===== src/rtl/bbe_pkg.sv =====
`default_nettype none
package bbe_pkg;

    localparam int MAX_WIDTH  = 1024;
    localparam int MAX_HEIGHT = 4096;
    localparam int COL_W      = $clog2(MAX_WIDTH);
    localparam int ROW_W      = $clog2(MAX_HEIGHT);
    localparam int CFG_W_W    = 11;
    localparam int CFG_H_W    = 13;
    localparam int CFG_DATA_W = 13;
    localparam int CFG_IDX_W  = 2;
    localparam int LINE_ROWS  = 3;
    localparam int LINE_DEPTH = LINE_ROWS * MAX_WIDTH;
    localparam int ADDR_W     = $clog2(LINE_DEPTH);
    localparam int SUM_W      = 12;
    localparam int CNT_W      = 4;

    localparam logic [CFG_IDX_W-1:0] CFG_IMAGE_WIDTH  = 2'd0;
    localparam logic [CFG_IDX_W-1:0] CFG_IMAGE_HEIGHT = 2'd1;

    typedef logic [23:0] t_pixel;

endpackage
`default_nettype wire


===== src/rtl/bbe_div.sv =====
`default_nettype none
module bbe_div
    import bbe_pkg::*;
(
    input  wire logic                  i_clk,
    input  wire logic                  i_rst_n,
    input  wire logic                  i_start,
    input  wire logic [2:0][SUM_W-1:0] i_num,
    input  wire logic [CNT_W-1:0]      i_den,
    output logic                       o_done,
    output logic [2:0][7:0]            o_quot
);

    logic [2:0][SUM_W-1:0] r_q;
    logic [2:0][CNT_W-1:0] r_rem;
    logic [CNT_W-1:0]      r_den;
    logic [CNT_W-1:0]      r_step;
    logic                  r_busy;
    logic                  r_done;
    logic [2:0][SUM_W-1:0] n_q;
    logic [2:0][CNT_W-1:0] n_rem;

    // One restoring step per cycle on all three channels.
    always_comb begin
        logic [CNT_W:0] t;
        for (int k = 0; k < 3; k++) begin
            t = {r_rem[k], r_q[k][SUM_W-1]};
            if (t >= {1'b0, r_den}) begin
                n_rem[k] = CNT_W'(t - {1'b0, r_den});
                n_q[k]   = {r_q[k][SUM_W-2:0], 1'b1};
            end else begin
                n_rem[k] = t[CNT_W-1:0];
                n_q[k]   = {r_q[k][SUM_W-2:0], 1'b0};
            end
        end
    end

    always_ff @(posedge i_clk) begin
        if (!i_rst_n) begin
            r_busy <= 1'b0;
            r_done <= 1'b0;
            r_step <= '0;
        end else begin
            r_done <= 1'b0;
            if (i_start) begin
                r_busy <= 1'b1;
                r_step <= '0;
                r_den  <= i_den;
                r_q    <= i_num;
                r_rem  <= '0;
            end else if (r_busy) begin
                r_q   <= n_q;
                r_rem <= n_rem;
                r_step <= r_step + 1'b1;
                if (r_step == CNT_W'(SUM_W - 1)) begin
                    r_busy <= 1'b0;
                    r_done <= 1'b1;
                end
            end
        end
    end

    assign o_done = r_done;
    always_comb begin
        for (int k = 0; k < 3; k++) begin
            o_quot[k] = r_q[k][7:0];
        end
    end

endmodule
`default_nettype wire


===== config.mk =====
export PLATFORM = sky130hd
export DESIGN_NAME = bbe_div
export DESIGN_NICKNAME = d
export VERILOG_FILES = /design/src/rtl/bbe_pkg.sv /design/src/rtl/bbe_div.sv
export SDC_FILE = /design/constraint.sdc
export NUM_CORES = 1
export LEC_CHECK = 0
export ABC_CLOCK_PERIOD_IN_PS = 2900
export BUFFER_PORTS_ARGS = -buffer_cell sky130_fd_sc_hd__buf_2
export CAP_MARGIN = 25
export CORE_UTILIZATION = 45
export DETAILED_ROUTE_END_ITERATION = 8
export GPL_TIMING_DRIVEN = 0
export PLACE_DENSITY = 0.66
export SYNTH_ARGS = -nofsm -noshare
export SYNTH_HDL_FRONTEND = slang
export SYNTH_SLANG_ARGS = --single-unit

===== constraint.sdc =====
create_clock -name i_clk -period 2.9 [get_ports i_clk]
set_input_delay 0.58 -clock i_clk [delete_from_list [all_inputs] [get_ports i_clk]]
set_output_delay 0.58 -clock i_clk [all_outputs]
set_load 0.01 [all_outputs]

==> run summary, run 1 <==
Synth Net Count - 296
Die Y - 85.4 µm
Fmax achieved - 499 MHz
layout cell share with drive strength beyond 1 - 0.488
placed cell area - 0.00358 mm²
cell area after layout - 0.00379 mm²
antenna-violating nets left - 0
drt drc - 0
period utilisation layout - 0.691
most common library cell in the layout ignoring fill and taps - buf_2
number of fill cells - 576
vias per cell - 5.01
Avg WL per Cell - 13.9 µm
sw power - 0.000533 W
asr flop ratio synth - 0
Worst-Skew Late Latency - 0.34 ns
netlist area before placement - 0.00313 mm²
Pint - 0.00166 W
Slew Limit Fails - 0
initial core utilization - 0.463
number of global-route vias before repair - 1981
Sw Ratio - 0.243
Comb pwr share - 0.174
Min Clock Period, post-route - 2.00 ns
Antenna Cells - 0
largest area contributor in the netlist - edfxtp_1
top cell type's share of synthesized area - 0.499
critical path required time - 2.97 ns
grt ovf - 0
unrepaired setup endpoints after global routing - false
synthesized-area fraction occupied by adder cells - 0.0711
Seq/Total Area, Yosys - 0.537
largest net degree at the start of global routing - 43
CTS Buffer Depth - 2
YS warnings - 0
First-pass DRT Iterations - 6
Starting DRT DRC Count - 83
TritonCTS buffer count - 9
nets@finish - 374
Min Hold Slack - 0.422 ns
worst slew pin tran - 0.340 ns
HPWL Detailed - 3.90 mm
most frequent cells in the layout - 72 x buf_2, 52 x edfxtp_1, 33 x mux2_2
core region area - 0.00676 mm²
worst vdd ir - 0.000370 V
status - complete, no violations
crit path capture type - flip-flop
cts hold-fix bufs - 0
final core occ - 0.561
post-synthesis register bit count - 58
# Post-CTS Setup Buffers - 0
Post-Synth XOR/XNOR Area - 0.0168
Die Wd - 85.4 µm
first-pass GRT wire length - 9.23 mm
worst setup path category - reg2reg
simple-gate share of the synthesized area - 0.101
Max FO, Critical Path - 7
max-cap violations - 0
PwrDens - 579 mW/mm²
I/O pins - 68
Setup violations, final - 0
Slew Limit Headroom - 0.770
syn_area_per_cell - 13.2 µm²
Rows - 30
CP Launch Type - flip-flop
clock skew - 0.00728 ns
Worst-path clk slew - 0.06 ns
placed cells - 384
CTS tree - yes
CTS resizes - 0
clock network fraction of total power - 0.364
Hold WC Path Type - in2reg
Post-synth EDFFs - 52
post-synthesis mux area share - 0.131
P_leak - 1.58 nW
IO Port Bufs - 66
antenna violations before repair - 0
CTS Sinks - 58
Crit path arrival time - 2.07 ns
H-tree depth - 3
via count - 2005
Cell Chain, Critical Path - inv_1 > ha_1 > nor2b_4 > o31a_4 > o21ai_0 > o41ai_1
die area - 0.00729 mm²
Finished Layout Cells - 400
Final Hold Fails - 0
Top FF cell, synth - edfxtp_1
unique cell type count in the Yosys netlist - 30
Compound-Gate Fraction of Synth Area - 0.0552
gr usage total - 0.170
WL final - 5.56 mm
Placer Congestion - 0.772
slowest CP cell - edfxtp_1
CP max stage delay - 0.35 ns
Seq pwr share - 0.463
post-synthesis instance total - 237
CTS Root Cell - clkbuf_8
top cells by area, synth - edfxtp_1 50%, mux2_2 12%, buf_4 5.8%
largest family of logic cells by synthesized area - multiplexers
Syn-to-layout area delta - 21.0%
## flip-flops by register name, indices dropped and copies added (netlist names)
name	count
r_step	4
r_rem	12
r_q	12
r_den	4
o_quot	24
o_done	1
r_busy	1
## per-layer routing
metal,track usage,wire length (µm)
met5,0,0
met3,0.0496,274
met1,0.210,2430
met4,0.0894,129
met2,0.271,2730
## cells by family after synthesis
kind of cell / after synthesis
mux: 37
fa+ha+maj: 16
xor+xnor: 6
compound gates: 23
buf+inv: 45
flops: 58
simple gates: 52
## cells in the mapped netlist, types with 4 or more instances
library cell and n:
xnor2_1 4, nand4_1 4, nand2b_1 7, mux2_2 33, mux2i_1 4, o21ai_0 7, edfxtp_1 52, nand2_1 5
ha_1 13, nor2_1 16, inv_1 14, buf_4 24, dfxtp_1 6, buf_2 6, nor3_1 6
## cell type report
cell class	count	area [µm²]	area share
Clock buffer	9	124	0.0327
Inverter	14	52.6	0.0139
Sequential cell	58	1680	0.444
Tap cell	80	100	0.0264
Multi-Input combinational cell	134	1170	0.310
Timing Repair Buffer	67	350	0.0925
Buffer	31	221	0.0585
Clock inverter	7	83.8	0.0221
## stage by stage
stage / worst slack [ns] / total power, W / TNS, ns
2_1_floorplan: 0.566 / 0.00131 / 0
3_3_place_gp: -0.0320 / 0.00140 / -1.45
3_5_place_dp: 0.946 / 0.00141 / 0
4_1_cts: 0.874 / 0.00222 / 0
5_1_grt: 0.807 / 0.00229 / 0
6_report: 0.896 / 0.00219 / 0
## power by group through the flow
stage	clock [W]	combinational (W)	sequential, W
finish	0.000797	0.000381	0.00102
global route	0.000847	0.000424	0.00102
CTS	0.000816	0.000385	0.00102
detailed placement	0	0.000381	0.00103
global placement	0	0.000365	0.00103
floorplan	0	0.000280	0.00103
## worst paths after layout
check | from | to | slack, ns | cells after the start
worst max-delay path | r_den[1] | r_rem[8] | 0.90 | 6
worst min-delay path | i_den[3] | r_den[3] | 0.42 | 1
worst max register to register | r_den[1] | r_rem[8] | 0.90 | 6
worst min register to register | r_step[3] | r_step[3] | 0.51 | 2
## worst max-delay path, delay by kind of cell (launching register included)
family | cells | cell delay, ns
and+or+nand+nor | 1 | 0.14
buffers and inverters | 1 | 0.23
AOI/OAI and AO/OA | 3 | 0.72
adders and majority gates | 1 | 0.31
DFF | 1 | 0.35
No activity file was read; power rests on OpenSTA's default activity.
==> run 2, diff against run 1 <==
- ABC_CLOCK_PERIOD_IN_PS: 2900 -> 2050
- clock period: 2.9 -> 2.05 ns (I/O delays scaled with it)
==> run 2 against run 1 <==
Net effect:
- the run now ends with DRC left
- via count is essentially flat
- clock skew shrank 0.0056 ns
- sequential share of layout area grew 0.46 points
- sequential power grew 41%
- register-to-register slack lost 0.74 ns
- largest cell class unchanged
==> run summary, run 2 (synthesis results as in run 1) <==
status - finished with violations
failing checks - DRC
number of fill cells - 590
Starting DRT DRC Count - 53
WP depth - 6
die area - 0.00729 mm²
end point of the critical path - r_rem[8]
clock skew - 0.00172 ns
PwrDens - 781 mW/mm²
CTS tree - yes
Crit path arrival time - 1.96 ns
Antenna Cells - 0
period utilisation layout - 0.922
Die Y - 85.4 µm
antenna-violating nets left - 0
Setup violations, final - 0
most frequent cells in the layout - 72 x buf_2, 52 x edfxtp_1, 33 x mux2_2
Min Clock Period, post-route - 1.89 ns
nets@finish - 374
number of global-route vias before repair - 1950
First-pass DRT Iterations - 6
TritonCTS buffer count - 9
Sw Ratio - 0.244
most common library cell in the layout ignoring fill and taps - buf_2
power consumption - 0.00293 W
Cell Chain, Critical Path - inv_1 > ha_1 > nor2b_4 > o31a_4 > o21ai_0 > o41ai_1
I/O pins - 68
Placer Congestion - 0.805
critical path required time - 2.12 ns
Slew Limit Headroom - 0.623
cell area after layout - 0.00375 mm²
slowest CP cell - edfxtp_1
Seq pwr share - 0.491
Pint - 0.00222 W
# Post-CTS Setup Buffers - 0
Worst setup startpoint - r_den[1]
CP bufs+invs - 1
Avg WL per Cell - 13.9 µm
layout cell share with drive strength beyond 1 - 0.480
initial core utilization - 0.463
Final Hold Fails - 0
Rows - 30
placed cells - 383
CP Launch Type - flip-flop
placed cell area - 0.00357 mm²
Finished Layout Cells - 399
antenna violations before repair - 0
unrepaired setup endpoints after global routing - false
Worst-Skew Late Latency - 0.32 ns
Comb pwr share - 0.182
HPWL Detailed - 3.85 mm
sw power - 0.000713 W
worst setup path category - reg2reg
CTS resizes - 1
clock network fraction of total power - 0.327
via count - 2006
drt drc - 1
worst r2r dst - r_rem[8]
first-pass GRT wire length - 9.17 mm
cts hold-fix bufs - 0
CTS Root Cell - clkbuf_8
CTS Buffer Depth - 2
largest net degree at the start of global routing - 25
Fmax achieved - 529 MHz
gr usage total - 0.168
Die Wd - 85.4 µm
FF-to-FF Start - r_den[1]
CP delay by family, top - compound AO/OA/AOI/OAI gates
worst slew pin tran - 0.564 ns
vias per cell - 5.03
crit path capture type - flip-flop
WL final - 5.56 mm
IO Port Bufs - 66
R2R Setup Slk - 0.16 ns
H-tree depth - 3
max reg flops - 24
CP max stage delay - 0.37 ns
Max FO, Critical Path - 7
grt ovf - 0
CTS Sinks - 58
worst vdd ir - 0.000431 V
Slew Limit Fails - 0
max-cap violations - 0
Reg2Reg Depth - 6
Syn-to-layout area delta - 19.8%
Worst-path clk slew - 0.06 ns
core region area - 0.00676 mm²
P_leak - 1.55 nW
final core occ - 0.555
Hold WC Path Type - in2reg
-- run 2: worst min-delay path by stage --
stage | from | slack (ns) | depth (start not counted) | to
2_1_floorplan | r_step[3] | 0.47 | 2 | r_step[3]
3_3_place_gp | r_step[3] | 0.49 | 2 | r_step[3]
3_5_place_dp | r_step[3] | 0.49 | 2 | r_step[3]
6_report | i_den[0] | 0.26 | 1 | r_den[0]
5_1_grt | i_den[1] | 0.25 | 1 | r_den[1]
4_1_cts | i_den[0] | 0.24 | 1 | r_den[0]
-- run 2: per-layer routing --
layer / part of all wire / routed length [µm] / vias up / track usage
met4: 0.017 / 92 / 0 / 0.0864
li1: - / - / 999 / -
met5: 0 / 0 / - / 0
met1: 0.46 / 2560 / 961 / 0.218
met3: 0.035 / 196 / 9 / 0.0370
met2: 0.49 / 2710 / 37 / 0.266
-- run 2: per-stage QoR --
stage	setup slack [ns]	hold slack (ns)	TNS (ns)
after floorplan	0.0824	0.472	0
after global placement	-0.377	0.488	-18.00
after detailed placement	-0.379	0.493	-18.09
after CTS	0.152	0.243	0
after global routing	0.00345	0.251	0
final	0.160	0.259	0
-- run 2: area by class of cell --
class                      count  area [µm²]  area share
sequential                    58        1680       0.448
timing repair buffer          66         330      0.0881
buffer                        31         221      0.0591
clock inverter                 5        46.3      0.0123
tap                           80         100      0.0267
clock buffer                  10         128      0.0340
multi-input combinational    134        1180       0.314
inverter                      14        56.3      0.0150
timing repair inverter         1        7.51     0.00200
-- run 2: power by group through the flow --
stage / sequential [W] / combinational, W / clock (W)
2_1_floorplan: 0.00145 / 0.000398 / 0
3_5_place_dp: 0.00146 / 0.000532 / 0
6_report: 0.00144 / 0.000532 / 0.000959
3_3_place_gp: 0.00146 / 0.000519 / 0
5_1_grt: 0.00145 / 0.000595 / 0.00103
4_1_cts: 0.00144 / 0.000538 / 0.000987
-- run 2: worst reg2reg max path, cell delays in order, from the launching register on --
cell and delay [ns]:
edfxtp_1 0.37, inv_1 0.25, ha_1 0.31, nor2b_4 0.14
o31a_4 0.31, o21ai_0 0.17, o41ai_1 0.10
==> run 3, diff against run 2 <==
- ABC_CLOCK_PERIOD_IN_PS: 2050 -> 2009
- clock period: 2.05 -> 2.01 ns (I/O delays scaled with it)
==> run 3 against run 2 <==
Net effect:
- the flow still finishes with violations (DRC)
- sequential share of layout area shrank 0.39 points
- clock skew is essentially flat
- sequential power is essentially flat
- register-to-register slack gained 0.04 ns
- critical path depth is the same
- cell area grew 0.87%
- critical path type unchanged
- die area is the same
- clock-buffer cell count is the same
- first-iteration DRC count grew 21%
- largest cell class unchanged
- final cell count grew 0.75%
- combinational power grew 4%
- sequential cell count is the same
==> run summary, run 3 (synthesis results as in run 1) <==
status - finished with violations
failing checks - DRC
TritonCTS buffer count - 9
Worst-Skew Late Latency - 0.32 ns
initial core utilization - 0.463
most common library cell in the layout ignoring fill and taps - buf_2
crit path capture type - flip-flop
GRT met1 Usage - 0.218
drt drc - 1
Die Y - 85.4 µm
CTS Buffer Depth - 2
FF-to-FF Start - r_den[1]
Hold WC Path Type - in2reg
Avg WL per Cell - 13.8 µm
grt met3 use - 0.0370
WL final - 5.56 mm
Crit path arrival time - 1.89 ns
Fmax achieved - 552 MHz
vias per cell - 4.99
CTS Sinks - 58
P_leak - 1.56 nW
core region area - 0.00676 mm²
H-tree depth - 3
Antenna Cells - 0
number of fill cells - 588
IO Port Bufs - 66
Final Hold Fails - 0
antenna violations before repair - 0
Min Clock Period, post-route - 1.81 ns
Rows - 30
largest net degree at the start of global routing - 25
CTS Root Cell - clkbuf_8
Setup violations, final - 0
nets@finish - 377
Worst setup startpoint - r_den[1]
most used routing layer - met2
Slew Limit Headroom - 0.625
antenna-violating nets left - 0
Max FO, Critical Path - 7
Placer Congestion - 0.805
CTS tree - yes
most frequent cells in the layout - 72 x buf_2, 52 x edfxtp_1, 33 x mux2_2
max reg flops - 24
layout cell share with drive strength beyond 1 - 0.491
PwrDens - 792 mW/mm²
Syn-to-layout area delta - 20.8%
unrepaired setup endpoints after global routing - false
Worst-path clk slew - 0.06 ns
max-cap violations - 0
placed cell area - 0.00357 mm²
Starting DRT DRC Count - 64
worst slew pin tran - 0.561 ns
gr usage total - 0.168
worst vdd ir - 0.000445 V
slowest CP cell - edfxtp_1
Die Wd - 85.4 µm
hold_sp - i_den[0]
HPWL Detailed - 3.85 mm
Cell Chain, Critical Path - clkinvlp_4 > ha_1 > nor2b_4 > o31a_4 > nor3_1 > nor3b_2
CP max stage delay - 0.37 ns
via count - 2006
cts hold-fix bufs - 0
worst setup path category - reg2reg
period utilisation layout - 0.902
First-pass DRT Iterations - 6
CP Launch Type - flip-flop
Slew Limit Fails - 0
clock skew - 0.00203 ns
number of global-route vias before repair - 1950
grt ovf - 0
power consumption - 0.00299 W
I/O pins - 68
critical path required time - 2.08 ns
cell area after layout - 0.00378 mm²
first-pass GRT wire length - 9.17 mm
die area - 0.00729 mm²
global routing met2 resource utilization - 0.266
==> run 3: metal layers <==
layer	vias to the layer above	routed length, µm	share of wire
met3	9	207	0.037
met2	39	2710	0.49
met5	-	0	0
met1	955	2540	0.46
li1	1003	-	-
met4	0	93	0.017
==> run 3: area by class of cell <==
type,count,area (µm²),share of cell area
Sequential cell,58,1680,0.445
Multi-Input combinational cell,134,1180,0.313
Timing Repair Buffer,69,353,0.0933
Buffer,31,221,0.0586
Clock buffer,10,128,0.0337
Tap cell,80,100,0.0265
Inverter,14,60.1,0.0159
Clock inverter,5,46.3,0.0122
Timing Repair inverter,1,7.51,0.00198
==> run 3: what timing repair did <==
item,in CTS,in global routing
buffers inserted,0,3
cloned,1,0
resized for setup,1,2
setup endpoints to repair,48,4
==> run 3: report_power, final <==
part	total, W	internal [W]	switching, W
sequential	0.00147	0.00143	0.0000413
clock	0.000976	0.000551	0.000425
combinational	0.000551	0.000290	0.000261
==> run 3: final timing paths <==
path / to / slack (ns) / depth (start not counted)
max reg2reg: r_rem[2] / 0.20 / 6
max: r_rem[2] / 0.20 / 6
min: r_den[0] / 0.25 / 1
min reg2reg: r_step[3] / 0.51 / 2
==> run 3: through the flow <==
step | hold slack (ns) | util | std cells | setup WS [ns] | TNS (ns)
2_1_floorplan | 0.472 | - | 237 | 0.0504 | 0
3_3_place_gp | 0.488 | 0.528 | 383 | -0.409 | -19.54
3_5_place_dp | 0.493 | 0.528 | 383 | -0.411 | -19.63
4_1_cts | 0.235 | 0.555 | 399 | 0.112 | 0
5_1_grt | 0.244 | 0.560 | 402 | 0.0546 | 0
6_report | 0.251 | 0.560 | 402 | 0.197 | 0
==> run 3: worst max-delay path: cells and delay by family (launching register included) <==
kind            cells  cell delay [ns]
fa+ha+maj           1             0.32
compound gates      1             0.30
flops               1             0.37
simple gates        3             0.41
buf+inv             1             0.16
